`config.mk`:
```
export PLATFORM = sky130hd
export DESIGN_NAME = i2c_master_status_machine
export DESIGN_NICKNAME = d
export VERILOG_FILES = /design/src/design/i2cms_pkg.sv /design/src/design/i2cms_regfile.sv /design/src/design/i2cms_core.sv /design/src/design/i2c_master_status_machine.sv
export VERILOG_INCLUDE_DIRS = /design/src /design/src/design
export SDC_FILE = /design/constraint.sdc
export NUM_CORES = 1
export LEC_CHECK = 0
export ABC_AREA = 1
export BUFFER_PORTS_ARGS = -buffer_cell sky130_fd_sc_hd__buf_2
export CAP_MARGIN = 10
export CELL_PAD_IN_SITES_DETAIL_PLACEMENT = 2
export CELL_PAD_IN_SITES_GLOBAL_PLACEMENT = 2
export CORE_UTILIZATION = 32
export CTS_BUF_LIST = sky130_fd_sc_hd__clkbuf_16
export CTS_CLUSTER_DIAMETER = 80
export DETAILED_ROUTE_END_ITERATION = 8
export PLACE_DENSITY_LB_ADDON = 0.1
export SKIP_CTS_REPAIR_TIMING = 1
export SLEW_MARGIN = 20
export SYNTH_ARGS = -nofsm -noshare
export SYNTH_HDL_FRONTEND = slang
export SYNTH_HIERARCHICAL = 1
export SYNTH_SLANG_ARGS = --single-unit
```
`constraint.sdc`:
```
create_clock -name clk_i -period 3.2 [get_ports clk_i]
set_input_delay 0.64 -clock clk_i [delete_from_list [all_inputs] [get_ports clk_i]]
set_output_delay 0.64 -clock clk_i [all_outputs]
set_load 0.05 [all_outputs]
```
`src/design/assert_macros.svh`:
```
// Assertion macros for the RTL, included by the top-level design file.
// Each check samples on the rising clock edge and is off while reset is low.
`ifndef ASSERT_MACROS_SVH
`define ASSERT_MACROS_SVH

`ifndef SYNTHESIS

// Check that an expression holds at every clock edge outside reset.
`define ASSERT_ALWAYS(label, clk, rst_n, expr, msg) \
  label: assert property (@(posedge clk) disable iff (!rst_n) (expr)) else $error(msg);

// Check that a property holds, with the antecedent given in the property.
`define ASSERT_PROP(label, clk, rst_n, prop, msg) \
  label: assert property (@(posedge clk) disable iff (!rst_n) prop) else $error(msg);

`else

`define ASSERT_ALWAYS(label, clk, rst_n, expr, msg)
`define ASSERT_PROP(label, clk, rst_n, prop, msg)

`endif

`endif

```
`src/design/i2cms_pkg.sv`:
```
`timescale 1ns / 1ps

package i2cms_pkg;

  // Register access codes
  localparam logic [1:0] OP_SET   = 2'd0;
  localparam logic [1:0] OP_CLR   = 2'd1;
  localparam logic [1:0] OP_WRITE = 2'd2;

  // Control register bit positions
  localparam int unsigned CTL_AA  = 2;
  localparam int unsigned CTL_SI  = 3;
  localparam int unsigned CTL_STO = 4;
  localparam int unsigned CTL_STA = 5;

  // Status codes
  localparam logic [7:0] ST_IDLE       = 8'hF8;
  localparam logic [7:0] ST_START      = 8'h08;
  localparam logic [7:0] ST_RESTART    = 8'h10;
  localparam logic [7:0] ST_AW_ACK     = 8'h18;
  localparam logic [7:0] ST_AW_NAK     = 8'h20;
  localparam logic [7:0] ST_DW_ACK     = 8'h28;
  localparam logic [7:0] ST_DW_NAK     = 8'h30;
  localparam logic [7:0] ST_AR_ACK     = 8'h40;
  localparam logic [7:0] ST_AR_NAK     = 8'h48;
  localparam logic [7:0] ST_DR_ACK     = 8'h50;
  localparam logic [7:0] ST_DR_NAK     = 8'h58;

  // Bus event codes
  localparam logic [2:0] EV_NONE       = 3'd0;
  localparam logic [2:0] EV_ADDR       = 3'd1;
  localparam logic [2:0] EV_WRITE      = 3'd2;
  localparam logic [2:0] EV_READ       = 3'd3;
  localparam logic [2:0] EV_STOP       = 3'd4;
  localparam logic [2:0] EV_RESTART    = 3'd5;
  localparam logic [2:0] EV_STOP_START = 3'd6;

  typedef struct packed {
    logic [1:0] op;
    logic       port;
    logic [7:0] value;
    logic       target_present;
    logic       target_ack;
    logic [7:0] target_read_byte;
  } in_beat_t;

  typedef struct packed {
    logic [7:0] control_out;
    logic [7:0] status_out;
    logic [7:0] data_out;
    logic [2:0] bus_event;
    logic [6:0] bus_address;
    logic       bus_read;
    logic       fault;
  } out_beat_t;

  // Register set of one port
  typedef struct packed {
    logic [7:0] control;
    logic [7:0] status;
    logic [7:0] data;
  } port_state_t;

endpackage

```
`src/design/i2cms_regfile.sv`:
```
`timescale 1ns / 1ps

module i2cms_regfile #(
  parameter int NUM_PORTS = 2,
  parameter int PORT_IDX_W = 1
) (
  input  logic                     clk_i,
  input  logic                     rst_ni,
  input  logic [PORT_IDX_W-1:0]    rd_idx_i,
  output i2cms_pkg::port_state_t   rd_state_o,
  input  logic                     wr_en_i,
  input  logic [PORT_IDX_W-1:0]    wr_idx_i,
  input  i2cms_pkg::port_state_t   wr_state_i
);
  import i2cms_pkg::*;

  port_state_t state_q [NUM_PORTS];

  always_ff @(posedge clk_i or negedge rst_ni) begin
    if (!rst_ni) begin
      for (int i = 0; i < NUM_PORTS; i++) begin
        state_q[i].control <= 8'h00;
        state_q[i].status  <= ST_IDLE;
        state_q[i].data    <= 8'h00;
      end
    end else if (wr_en_i) begin
      state_q[wr_idx_i] <= wr_state_i;
    end
  end

  assign rd_state_o = state_q[rd_idx_i];

endmodule

```
`src/design/i2cms_core.sv`:
```
`timescale 1ns / 1ps

module i2cms_core (
  input  i2cms_pkg::in_beat_t     beat_i,
  input  i2cms_pkg::port_state_t  cur_i,
  output i2cms_pkg::port_state_t  nxt_o,
  output i2cms_pkg::out_beat_t    res_o
);
  import i2cms_pkg::*;

  logic [7:0] ctl_mod;
  logic [7:0] ctl_si;
  logic       sta;
  logic       sto;
  logic       ss_hit;
  logic [7:0] ss_ctl;
  logic [7:0] ss_status;
  logic [2:0] ss_ev;
  logic [2:0] ev;
  logic [6:0] addr;
  logic       rd;
  logic       fault;
  port_state_t nxt;

  // Apply the set or clear mask, then mark the interrupt pending
  assign ctl_mod = (beat_i.op == OP_SET) ? (cur_i.control | beat_i.value)
                                         : (cur_i.control & ~beat_i.value);
  assign ctl_si  = ctl_mod | (8'h01 << CTL_SI);
  assign sta     = ctl_mod[CTL_STA];
  assign sto     = ctl_mod[CTL_STO];

  // Start/stop request handling shared by the write-ack and read-nak states
  always_comb begin
    ss_hit    = sta | sto;
    ss_ctl    = ctl_si;
    ss_status = cur_i.status;
    ss_ev     = EV_NONE;
    if (sta && sto) begin
      ss_ctl    = ctl_si & ~(8'h01 << CTL_STO);
      ss_status = ST_START;
      ss_ev     = EV_STOP_START;
    end else if (sta) begin
      ss_status = ST_RESTART;
      ss_ev     = EV_RESTART;
    end else if (sto) begin
      ss_ctl    = ctl_si & ~(8'h01 << CTL_STO);
      ss_status = ST_IDLE;
      ss_ev     = EV_STOP;
    end
  end

  always_comb begin
    nxt   = cur_i;
    ev    = EV_NONE;
    addr  = 7'd0;
    rd    = 1'b0;
    fault = 1'b0;
    case (beat_i.op)
      OP_WRITE: begin
        nxt.data = beat_i.value;
      end
      OP_SET, OP_CLR: begin
        nxt.control = ctl_mod;
        if (!ctl_mod[CTL_SI]) begin
          nxt.control = ctl_si;
          case (cur_i.status)
            ST_IDLE: begin
              if (sta) nxt.status = ST_START;
            end
            ST_START: begin
              if (!sta) begin
                ev   = EV_ADDR;
                addr = cur_i.data[7:1];
                rd   = cur_i.data[0];
                if (beat_i.target_present) begin
                  nxt.status = cur_i.data[0] ? ST_AR_ACK : ST_AW_ACK;
                end else begin
                  nxt.status = cur_i.data[0] ? ST_AR_NAK : ST_AW_NAK;
                end
              end
            end
            ST_AW_ACK, ST_DW_ACK: begin
              if (ss_hit) begin
                nxt.control = ss_ctl;
                nxt.status  = ss_status;
                ev          = ss_ev;
              end else begin
                ev         = EV_WRITE;
                nxt.status = beat_i.target_ack ? ST_DW_ACK : ST_DW_NAK;
              end
            end
            ST_AR_ACK, ST_DR_ACK: begin
              ev         = EV_READ;
              rd         = ctl_mod[CTL_AA];
              nxt.data   = beat_i.target_read_byte;
              nxt.status = ctl_mod[CTL_AA] ? ST_DR_ACK : ST_DR_NAK;
            end
            ST_DR_NAK: begin
              nxt.control = ss_ctl;
              nxt.status  = ss_status;
              ev          = ss_ev;
            end
            default: begin
              fault = 1'b1;
            end
          endcase
        end
      end
      default: begin
      end
    endcase
  end

  assign nxt_o = nxt;

  always_comb begin
    res_o.control_out = nxt.control;
    res_o.status_out  = nxt.status;
    res_o.data_out    = nxt.data;
    res_o.bus_event   = ev;
    res_o.bus_address = addr;
    res_o.bus_read    = rd;
    res_o.fault       = fault;
  end

endmodule

```
`src/design/i2c_master_status_machine.sv`:
```
`timescale 1ns / 1ps
// I2C master status-code controller, one register set per port.
// Input channel (in_valid_i / in_ready_o / in_data_i): one beat is one
// register access to one port: set control bits, clear control bits, or
// write the data register, together with the addressed target's response.
// Output channel (out_valid_o / out_ready_i / out_data_o): one beat per
// accepted access, carrying control, status and data after the access, the
// bus event code, address, direction/ack and the fault flag.
// An accepted beat waits in the input register and moves, once the result
// slot is free, into the result register. Throughput: one beat per cycle
// unless a low out_ready_i stalls; the per-port register read, one status
// transition and the write back fit between the input and result registers,
// so back to back accesses to the same port see each other's updates.
// Reset: every port returns to control 0, status 0xF8 (idle), data 0, and
// both pipeline stages empty.
// Stall: while out_ready_i is low a waiting result holds; the input register
// still takes one more beat, then in_ready_o drops until the output drains.
// An access to a port at or above NUM_PORTS leaves all state alone and
// returns an all-zero result.
`include "assert_macros.svh"

module i2c_master_status_machine #(
  parameter int NUM_PORTS = 2
) (
  input  logic                  clk_i,
  input  logic                  rst_ni,
  input  logic                  in_valid_i,
  output logic                  in_ready_o,
  input  i2cms_pkg::in_beat_t   in_data_i,
  output logic                  out_valid_o,
  input  logic                  out_ready_i,
  output i2cms_pkg::out_beat_t  out_data_o
);
  import i2cms_pkg::*;

  localparam int PortIdxW = (NUM_PORTS > 1) ? $clog2(NUM_PORTS) : 1;

  logic        in_valid_q;
  in_beat_t    in_q;
  logic        out_valid_q;
  out_beat_t   out_q;

  logic        advance;
  logic        port_ok;
  logic [PortIdxW-1:0] port_idx;
  port_state_t cur_state;
  port_state_t nxt_state;
  out_beat_t   core_res;
  out_beat_t   out_d;

  // Move the held beat into the result register when that slot is free
  assign advance    = in_valid_q && (!out_valid_q || out_ready_i);
  assign in_ready_o = !in_valid_q || !out_valid_q || out_ready_i;

  assign port_idx = PortIdxW'(in_q.port);
  assign port_ok  = (32'(in_q.port) < NUM_PORTS);

  i2cms_regfile #(
    .NUM_PORTS  (NUM_PORTS),
    .PORT_IDX_W (PortIdxW)
  ) u_regfile (
    .clk_i      (clk_i),
    .rst_ni     (rst_ni),
    .rd_idx_i   (port_idx),
    .rd_state_o (cur_state),
    .wr_en_i    (advance && port_ok),
    .wr_idx_i   (port_idx),
    .wr_state_i (nxt_state)
  );

  i2cms_core u_core (
    .beat_i (in_q),
    .cur_i  (cur_state),
    .nxt_o  (nxt_state),
    .res_o  (core_res)
  );

  // Drop accesses to absent ports: report all zeros
  assign out_d = port_ok ? core_res : '0;

  always_ff @(posedge clk_i or negedge rst_ni) begin
    if (!rst_ni) begin
      in_valid_q <= 1'b0;
    end else if (in_ready_o) begin
      in_valid_q <= in_valid_i;
    end
  end

  always_ff @(posedge clk_i) begin
    if (in_ready_o && in_valid_i) begin
      in_q <= in_data_i;
    end
  end

  always_ff @(posedge clk_i or negedge rst_ni) begin
    if (!rst_ni) begin
      out_valid_q <= 1'b0;
    end else if (advance) begin
      out_valid_q <= 1'b1;
    end else if (out_ready_i) begin
      out_valid_q <= 1'b0;
    end
  end

  always_ff @(posedge clk_i) begin
    if (advance) begin
      out_q <= out_d;
    end
  end

  assign out_valid_o = out_valid_q;
  assign out_data_o  = out_q;

  // A faulted transition never reports a bus event
  `ASSERT_PROP(a_fault_no_event, clk_i, rst_ni, (out_valid_q && out_q.fault |-> out_q.bus_event == EV_NONE), "fault with bus event")
  // Any bus event comes from a transition, which leaves SI set
  `ASSERT_PROP(a_event_sets_si, clk_i, rst_ni, (out_valid_q && out_q.bus_event != EV_NONE |-> out_q.control_out[CTL_SI]), "bus event without SI")
  // The address field is only nonzero on an address event
  `ASSERT_PROP(a_addr_only_on_addr, clk_i, rst_ni, (out_valid_q && out_q.bus_event != EV_ADDR |-> out_q.bus_address == 7'd0), "stray bus address")
  // A held input beat that cannot advance blocks new input
  `ASSERT_PROP(a_hold_blocks_input, clk_i, rst_ni, (in_valid_q && !advance |-> !in_ready_o), "input taken while stage blocked")

endmodule

```
==> impl_metrics.env, run 1 <==
export IMPL_rsz0062_at_grt="false"
export IMPL_num_vias=4265
export IMPL_setup_worst_path_end_class="flop"
export IMPL_fin_area_um2=6130
export IMPL_stdcell_count=888
export IMPL_ys_seq_area_frac=0.553
export IMPL_placed_area_um2=5830
export IMPL_synth_area_per_cell_um2=8.70
export IMPL_path_clk_slew_ps=80
export IMPL_path_cells="o21ai_0, inv_1, nand2_1, o21ai_2, ha_1, inv_1, or2_2, nor3_1, nor2_1, nand3_1, nor2_1, nor2_1, nand3_1, nand2_1"
export IMPL_firstDrtPassIters=5
export IMPL_ant_nets=0
export IMPL_start_util=0.326
export IMPL_path_class="reg2reg"
export IMPL_die_w_um=132
export IMPL_fin_ws_ps=353
export IMPL_grt_overflow_total=0
export IMPL_synth_area_um2=5380
export IMPL_holdCritPathClass="in2async"
export IMPL_dieArea_um2=17300
export IMPL_layout_min_cycle_time_ps=2850
export IMPL_status="complete, no violations"
export IMPL_synthesis_nets=649
export IMPL_tightest_slew_ps=724
export IMPL_nFillCells=1902
export IMPL_final_util=0.371
export IMPL_ys_types=27
export IMPL_yosys_warnings=6
export IMPL_leakage_nw=2.81
export IMPL_nNetsFinal=693
export IMPL_numCtsBuffers=9
export IMPL_timing_critical_path_buf_inv=2
export IMPL_ir_worst_vdd_uv=239
export IMPL_power_internal_mw=2.43
export IMPL_grt_pass1_vias=4774
export IMPL_grt_max_degree=55
export IMPL_max_cap_viol_count=0
export IMPL_finalPower_mw=3.61
export IMPL_fin_crit_sh=0.890
export IMPL_drc_errors=0
export IMPL_final_layout_size_suffix_gt1_frac=0.210
export IMPL_die_y_um=132
export IMPL_swShare=0.327
export IMPL_start_kind="flop"
export IMPL_setup_violations_final=0
export IMPL_crit_top_cell="nor2_1"
export IMPL_clk_latency_ps=360
export IMPL_worst_path_max_delay_cell="edfxtp_1"
export IMPL_critPathTopFamily="simple AND/OR/NAND/NOR gates"
export IMPL_final_max_slew_viol_count=0
export IMPL_grt_total_usage=0.199
export IMPL_vias_per_cell=4.80
export IMPL_cts_root_buffer="clkbuf_16"
export IMPL_netlist_top_cells_area="edfxtp_1, dfrtp_1, nand2_1"
export IMPL_ys_ff_latch=107
export IMPL_netlist_area_leader_share=0.318
export IMPL_slew_headroom=0.513
export IMPL_whs_ps=296
export IMPL_grtUsageMet3=0.0231
export IMPL_core_um2=16500
export IMPL_synth_cells=619
export IMPL_clock_path_buffers=2
export IMPL_power_density_nw_per_um2=588
export IMPL_cp_slowest_stage_delay_ps=700
export IMPL_htreeDepth=3
export IMPL_antenna_found_initial=0
export IMPL_dp_slack_ps=54.8
export IMPL_ioPinCount=63
export IMPL_grt_util_met2=0.359
export IMPL_wire_per_inst_um=18.5
export IMPL_cts_sinks=107
export IMPL_area_growth_syn_to_layout_pct=13.9
export IMPL_netSwitchingPower_mw=1.18
export IMPL_clock_power_share=0.323
export IMPL_p_comb_frac=0.201
export IMPL_antenna_diode_count=0
export IMPL_seqPwrFrac=0.476
export IMPL_use_met1=0.244
export IMPL_place_inst=871
export IMPL_grt_pass1_wl_mm=26.4
export IMPL_place_congestion=0.855
export IMPL_yosysTopAreaCell="edfxtp_1"
export IMPL_skew_ps=9.80
export IMPL_top_usage_layer="met2"
export IMPL_cp_required_ps=3500
export IMPL_cts_tree="yes"
export IMPL_crit_fanout=13
export IMPL_drtIter0Drc=148
export IMPL_num_rows=47
export IMPL_arrival_ps=3140
export IMPL_fmax_mhz=351
export IMPL_hold_viol=0
export IMPL_wirelength_mm=16.4
export IMPL_port_buffers=62
export IMPL_setup_tns_ps=0
export IMPL_place_hpwl_mm=11.9
## layer usage
layer | part of all wire | vias to the layer above | wire, um
li1 | - | 2049 | -
met1 | 0.44 | 2143 | 7260
met2 | 0.52 | 62 | 8560
met3 | 0.022 | 11 | 361
met4 | 0.016 | 0 | 255
met5 | 0 | - | 0
## synth_stat cells
cell / n
nand2_1: 188
nand3_1: 70
inv_1: 61
edfxtp_1: 57
o21ai_0: 46
dfrtp_1: 40
nor2_1: 35
buf_4: 28
a21oi_1: 16
buf_2: 12
dfstp_2: 10
clkbuf_1: 8
nor3_1: 8
inv_2: 7
nor2_4: 7
nand2_2: 6
ha_1: 5
nand2_4: 4
buf_6: 2
o21ai_2: 2
a31oi_1: 1
buf_1: 1
nand3_4: 1
nor2_2: 1
o21ai_1: 1
or2_0: 1
or2_2: 1
## power by group through the flow
stage	Sequential, mW	Combinational, mW	Clock [mW]
after floorplan	1.88	0.391	0
after global placement	1.74	0.704	0
after detailed placement	1.75	0.731	0
after CTS	1.72	0.738	1.20
after global routing	1.74	0.796	1.26
final	1.72	0.726	1.16
## final cells by class
| cell class | instances | area [um2] | area share |
|---|---|---|---|
| Clock buffer | 9 | 225 | 0.0367 |
| Inverter | 68 | 255 | 0.0416 |
| Sequential cell | 107 | 2980 | 0.485 |
| Clock inverter | 7 | 75.1 | 0.0122 |
| Tap cell | 220 | 275 | 0.0449 |
| Timing Repair Buffer | 84 | 488 | 0.0795 |
| Multi-Input combinational cell | 393 | 1840 | 0.300 |
## cells in the final DEF (no fill, tap or decap)
cell,n
nand2_1,188
nand3_1,70
inv_1,62
buf_2,62
edfxtp_1,57
o21ai_0,45
dfrtp_1,40
nor2_1,34
buf_4,21
a21oi_1,15
dfstp_2,10
clkbuf_16,9
nor3_1,8
inv_2,7
nor2_4,7
nand2_2,6
ha_1,5
nand2_4,4
nor2_2,2
inv_8,2
o21ai_2,2
o21ai_1,2
a21oi_4,1
clkinv_2,1
inv_4,1
bufinv_16,1
clkinvlp_4,1
nand3_4,1
a31oi_1,1
or2_2,1
or2_0,1
buf_12,1
## kinds of logic (layout without fill, tap and decap cells)
family,count (synthesis),after routing,share of synthesized area
simple gates,322,322,0.265
buf+inv,119,168,0.108
flops,107,107,0.553
compound gates,66,66,0.0630
fa+ha+maj,5,5,0.0116
## worst paths after layout
check,start,depth (start not counted),end,slack [ps]
setup / recovery,port_idx,14,u_regfile/state_q[12],350
hold / removal,rst_ni,1,u_regfile/state_q[23],300
setup reg to reg,port_idx,14,u_regfile/state_q[12],350
hold reg to reg,u_regfile/state_q[11],2,u_regfile/state_q[11],470
max in group asynchronous,rst_ni,2,u_regfile/state_q[4],2250
min in group clk_i,in_data_i[17],1,in_q[17],450
## sequential cells by signal, indices dropped and copies added (netlist names)
| signal | count |
|---|---|
| out_data_o | 36 |
| in_q | 20 |
| out_valid_o | 1 |
| u_regfile/state_q | 48 |
| port_idx | 1 |
| in_valid_q | 1 |
## worst reg2reg max path: cells and delay by family (launching register included)
family	cells	cell delay [ps]
DFF	1	700
and+or+nand+nor	9	1180
buffers and inverters	2	210
adders and majority gates	1	280
AOI/OAI and AO/OA	2	400
Note: power is estimated with default switching activity, not from simulation.
==> run 2, diff against run 1 <==
- ABC_AREA: 1 -> unset
- CORE_UTILIZATION: 32 -> 37
==> run 2 against run 1 <==
Net effect: area after synthesis up 1.6%; sequential power rose by 9%; sequential cell count stayed put; via count shrank 25%; non-clock buffer count shrank 2; critical path type unchanged; combinational power grew 53%; fmax shrank 5.7%; first-iteration DRC count decreased by 38%; cell count shrank 30%; core utilization increased by 5.1 points.
==> impl_metrics.env, run 2 <==
export IMPL_status="complete, no violations"
export IMPL_place_congestion=0.806
export IMPL_antenna_found_initial=0
export IMPL_leakage_nw=2.58
export IMPL_final_max_slew_viol_count=0
export IMPL_path_clk_slew_ps=70
export IMPL_grt_overflow_total=0
export IMPL_netlist_area_leader_share=0.313
export IMPL_synth_xor_area_frac=0.00160
export IMPL_synth_compound_area_frac=0.0553
export IMPL_cts_sinks=107
export IMPL_muxShareOfSynthArea=0.224
export IMPL_ioPinCount=63
export IMPL_fmax_mhz=331
export IMPL_max_cap_viol_count=0
export IMPL_arrival_ps=3320
export IMPL_synth_async_reset_ratio=0.467
export IMPL_start_kind="flop"
export IMPL_drc_errors=0
export IMPL_num_vias=3190
export IMPL_die_y_um=124
export IMPL_grt_pass1_wl_mm=21.2
export IMPL_layout_min_cycle_time_ps=3020
export IMPL_yosysTopAreaCell="edfxtp_1"
export IMPL_largest_register="u_regfile/state_q"
export IMPL_ys_types=61
export IMPL_skew_ps=9.53
export IMPL_holdCritPathClass="in2async"
export IMPL_clock_path_buffers=2
export IMPL_setup_worst_path_end_class="flop"
export IMPL_final_layout_size_suffix_gt1_frac=0.457
export IMPL_place_hpwl_mm=9.63
export IMPL_grt_util_met2=0.319
export IMPL_dp_slack_ps=158
export IMPL_grtUsageMet3=0.0339
export IMPL_cp_required_ps=3500
export IMPL_grt_max_degree=37
export IMPL_synthesis_nets=413
export IMPL_final_util=0.423
export IMPL_die_w_um=124
export IMPL_vias_per_cell=5.15
export IMPL_synth_edf_count=57
export IMPL_path_class="reg2reg"
export IMPL_cp_slowest_stage_delay_ps=550
export IMPL_htreeDepth=3
export IMPL_largest_reg_flops=48
export IMPL_ant_nets=0
export IMPL_grt_pass1_vias=3579
export IMPL_mostFrequentLayoutCells="buf_2, edfxtp_1, dfrtp_1, mux2_4, mux2_2"
export IMPL_setup_violations_final=0
export IMPL_drtIter0Drc=92
export IMPL_ys_ff_latch=107
export IMPL_rsz0062_at_grt="false"
export IMPL_synth_common_cells="edfxtp_1, dfrtp_1, mux2_4"
export IMPL_yosys_area_share_simple=0.0938
export IMPL_setup_tns_ps=0
export IMPL_path_cells="buf_4, mux2_2, nor4b_1, nand4b_1, o221ai_1, a31oi_1, a41oi_1, mux2_4"
export IMPL_crit_fanout=7
export IMPL_multi_input_area_um2=2120
export IMPL_synth_cells=383
export IMPL_antenna_diode_count=0
export IMPL_final_common_cell="buf_2"
export IMPL_use_met1=0.253
export IMPL_ir_worst_vdd_uv=260
export IMPL_area_growth_syn_to_layout_pct=11.8
export IMPL_finalPower_mw=4.14
export IMPL_clk_latency_ps=360
export IMPL_cts_tree="yes"
export IMPL_nFillCells=1426
export IMPL_fin_ws_ps=180
export IMPL_tightest_slew_ps=560
export IMPL_critPathTopFamily="simple AND/OR/NAND/NOR gates"
export IMPL_synth_adder_area_share=0.0114
export IMPL_numCtsBuffers=9
export IMPL_dieArea_um2=15300
export IMPL_synth_top_family_by_area="multiplexers"
export IMPL_top_usage_layer="met2"
export IMPL_place_inst=603
export IMPL_timing_critical_path_buf_inv=1
export IMPL_start_util=0.378
export IMPL_fin_crit_sh=0.944
export IMPL_wire_per_inst_um=21.9
export IMPL_slew_headroom=0.621
export IMPL_port_buffers=62
export IMPL_synth_area_um2=5470
export IMPL_firstDrtPassIters=4
export IMPL_synth_area_per_cell_um2=14.3
export IMPL_power_density_nw_per_um2=676
export IMPL_register_area_um2=2980
export IMPL_cts_root_buffer="clkbuf_16"
export IMPL_ys_seq_area_frac=0.544
export IMPL_stdcell_count=619
export IMPL_netlist_top_cells_area="edfxtp_1, dfrtp_1, mux2_4"
export IMPL_hold_viol=0
export IMPL_core_um2=14500
export IMPL_synth_most_common_cell="edfxtp_1"
export IMPL_yosys_warnings=6
export IMPL_grt_total_usage=0.193
export IMPL_num_rows=44
export IMPL_nNetsFinal=460
export IMPL_ys_flop_type="edfxtp_1"
export IMPL_worst_path_max_delay_cell="nor4b_1"
export IMPL_wirelength_mm=13.5
==> run 2: cell count changes after synthesis, sizes merged, moves of 32 or more <==
| cell | previous run | this run |
|---|---|---|
| nand2 | 198 | 9 |
| mux2 | 0 | 75 |
| o21ai | 49 | 8 |
| inv | 68 | 9 |
| nand3 | 71 | 4 |
| nor2 | 43 | 11 |
==> run 2: worst register-to-register path: stages (launching register included) <==
cell      delay, ps
edfxtp_1        410
buf_4           210
mux2_2          450
nor4b_1         550
nand4b_1        280
o221ai_1        280
a31oi_1         120
a41oi_1         430
mux2_4          240
==> run 2: final cells by class <==
class,instances,area share
Inverter,9,0.00552
Multi-Input combinational cell,221,0.347
Clock buffer,9,0.0368
Timing Repair Buffer,82,0.0753
Tap cell,184,0.0376
Sequential cell,107,0.486
Clock inverter,7,0.0112
==> run 2: metal layers <==
layer  wire (um)  vias up  share of wire
li1            -     1458              -
met1        6330     1665           0.47
met2        6700       50           0.49
met3         279       17          0.021
met4         232        0          0.017
met5           0        -              0
==> run 2: path summary, 6_finish.rpt <==
path	start	end	slack, ps	cells after the start
min	rst_ni	u_regfile/state_q[32]	160	1
max in group asynchronous	rst_ni	u_regfile/state_q[15]	2360	2
min reg2reg	u_regfile/state_q[0]	u_regfile/state_q[0]	510	1
max reg2reg	port_idx	u_regfile/state_q[38]	180	8
max	port_idx	u_regfile/state_q[38]	180	8
min in group clk_i	in_data_i[6]	in_q[6]	450	1
==> run 2: kinds of logic (layout without fill, tap and decap cells) <==
kind of cell,count (synthesis),in the layout
adder cells (fa/ha/maj),5,5
buffers and inverters,55,107
AO/OA/AOI/OAI,42,42
AND/OR/NAND/NOR,75,75
flip-flops,107,107
multiplexers,98,98
XOR/XNOR,1,1
==> run 2: report_power, final <==
part	switching (mW)	internal [mW]	total, mW	leakage [nW]
sequential	0.141	1.74	1.88	1.16
clock	0.531	0.608	1.14	0.144
combinational	0.616	0.497	1.11	1.28
==> run 2: through the flow <==
stage                     hold WS [ps]  cell area, um2
after global placement             482            5810
after global routing               156            6120
after floorplan                    344            5470
after CTS                          145            6110
final                              159            6120
after detailed placement           491            5810
==> run 3, diff against run 2 <==
- RECOVER_POWER: unset -> 100
==> run 3 against run 2 <==
Net effect: the flow now finishes with violations (capacitance limit, slew limit); die area unchanged; first-iteration DRC count unchanged; core utilization down 1.4 points; clock skew about the same; register-to-register slack about the same; via count about the same; fmax down 0.18%; design area down 3.3%; highest routed layer unchanged.
==> impl_metrics.env, run 3 (synthesized netlist as in run 2, its figures left out) <==
export IMPL_grt_pass1_wl_mm=21.2
export IMPL_clk_latency_ps=360
export IMPL_cp_slowest_stage_delay_ps=440
export IMPL_start_kind="flop"
export IMPL_hold_viol=0
export IMPL_ioPinCount=63
export IMPL_path_cells="buf_4, mux2_1, nor4b_2, nand2_1, nor2_4, mux2i_1, mux2i_1, mux2_4"
export IMPL_clock_power_share=0.284
export IMPL_grt_overflow_total=0
export IMPL_final_util=0.409
export IMPL_setup_violations_final=0
export IMPL_antenna_found_initial=0
export IMPL_antenna_diode_count=0
export IMPL_dieArea_um2=15300
export IMPL_die_w_um=124
export IMPL_drtIter0Drc=92
export IMPL_vias_per_cell=5.15
export IMPL_r2r_end="u_regfile/state_q[1]"
export IMPL_place_congestion=0.806
export IMPL_clock_path_buffers=2
export IMPL_grt_pass1_vias=3579
export IMPL_swShare=0.318
export IMPL_die_y_um=124
export IMPL_nNetsFinal=460
export IMPL_crit_top_cell="mux2i_1"
export IMPL_rrSetupSlack_ps=170
export IMPL_fin_crit_sh=0.945
export IMPL_power_density_nw_per_um2=677
export IMPL_htreeDepth=3
export IMPL_setup_tns_ps=0
export IMPL_fmax_mhz=331
export IMPL_tightest_slew_ps=1730
export IMPL_ir_worst_vdd_uv=259
export IMPL_cts_tree="yes"
export IMPL_netSwitchingPower_mw=1.27
export IMPL_largest_reg_flops=48
export IMPL_drc_errors=0
export IMPL_violations="capacitance limit, slew limit"
export IMPL_grt_max_degree=37
export IMPL_r2r_cells=8
export IMPL_final_common_cell="edfxtp_1"
export IMPL_path_class="reg2reg"
export IMPL_slew_headroom=-0.154
export IMPL_final_layout_size_suffix_gt1_frac=0.264
export IMPL_max_cap_viol_count=1
export IMPL_r2r_start="port_idx"
export IMPL_port_buffers=62
export IMPL_cts_sinks=107
export IMPL_cts_root_buffer="clkbuf_16"
export IMPL_start_util=0.378
export IMPL_wire_per_inst_um=21.9
export IMPL_area_growth_syn_to_layout_pct=8.12
export IMPL_multi_input_area_um2=2000
export IMPL_path_clk_slew_ps=80
export IMPL_cp_required_ps=3450
export IMPL_numCtsBuffers=9
export IMPL_worst_path_max_delay_cell="edfxtp_1"
export IMPL_place_hpwl_mm=9.63
export IMPL_grt_total_usage=0.193
export IMPL_firstDrtPassIters=4
export IMPL_crit_fanout=8
export IMPL_mostFrequentLayoutCells="edfxtp_1, clkbuf_1, dfrtp_1, mux2_1, mux2_2"
export IMPL_register_area_um2=2980
export IMPL_seqPwrFrac=0.469
export IMPL_core_um2=14500
export IMPL_nFillCells=1494
export IMPL_leakage_nw=2.35
export IMPL_holdCritPathClass="in2async"
export IMPL_arrival_ps=3270
export IMPL_p_comb_frac=0.247
export IMPL_largest_register="u_regfile/state_q"
export IMPL_ant_nets=0
export IMPL_setup_worst_path_end_class="flop"
export IMPL_rsz0062_at_grt="false"
export IMPL_layout_min_cycle_time_ps=3030
export IMPL_status="complete, but fails checks"
export IMPL_skew_ps=9.08
export IMPL_power_internal_mw=2.73
export IMPL_num_vias=3188
export IMPL_wirelength_mm=13.6
export IMPL_num_rows=44
export IMPL_final_max_slew_viol_count=22
==> run 3: cell types whose count changed in the layout (fill, tap and decap cells not counted), sizes merged <==
cell / previous run / this run
buf: 82 / 34
clkbuf: 9 / 57
==> run 3: layer usage <==
layer,vias up,track usage,share of wire
met2,46,0.319,0.50
met5,-,0,0
met1,1664,0.253,0.47
met4,0,0.0678,0.016
li1,1463,-,-
met3,15,0.0339,0.021
==> run 3: cell type report <==
cell class / count / share of cell area
clock buffer: 9 / 0.0381
clock inverter: 7 / 0.0116
inverter: 9 / 0.00571
multi-input combinational: 221 / 0.338
sequential: 107 / 0.503
tap: 184 / 0.0389
timing repair buffer: 82 / 0.0651
==> run 3: worst max-delay path by stage <==
stage                         from               endpoint  depth (start not counted)  slack, ps
after floorplan           port_idx         out_data_o[24]                         14        110
after global placement    port_idx  u_regfile/state_q[12]                         12        150
after detailed placement  port_idx  u_regfile/state_q[12]                         12        160
after CTS                 port_idx  u_regfile/state_q[12]                         12        130
after global routing      port_idx  u_regfile/state_q[12]                         12         10
final                     port_idx   u_regfile/state_q[1]                          8        170
==> run 3: power groups by stage <==
| stage | Combinational (mW) | Sequential [mW] | Clock, mW |
|---|---|---|---|
| 2_1_floorplan | 0.765 | 2.06 | 0 |
| 3_3_place_gp | 1.08 | 1.89 | 0 |
| 3_5_place_dp | 1.13 | 1.91 | 0 |
| 4_1_cts | 1.14 | 1.89 | 1.18 |
| 5_1_grt | 1.08 | 1.91 | 1.23 |
| 6_report | 0.989 | 1.88 | 1.14 |
==> run 3: metrics by stage <==
step           power (mW)  hold slack, ps  instances  area, um2  worst slack (ps)
3_3_place_gp         2.97             482        603       5810               153
2_1_floorplan        2.83             344        383       5470               106
5_1_grt              4.21             322        619       5920              12.0
3_5_place_dp         3.04             491        603       5810               158
4_1_cts              4.20             145        619       6110               127
6_report             4.01             290        619       5920               175
==> run 3: critical path: cells and delay by family, from the launching register on <==
kind	cells	cell delay, ps
buffers and inverters	1	210
flip-flops	1	440
AND/OR/NAND/NOR	3	1080
multiplexers	4	1200
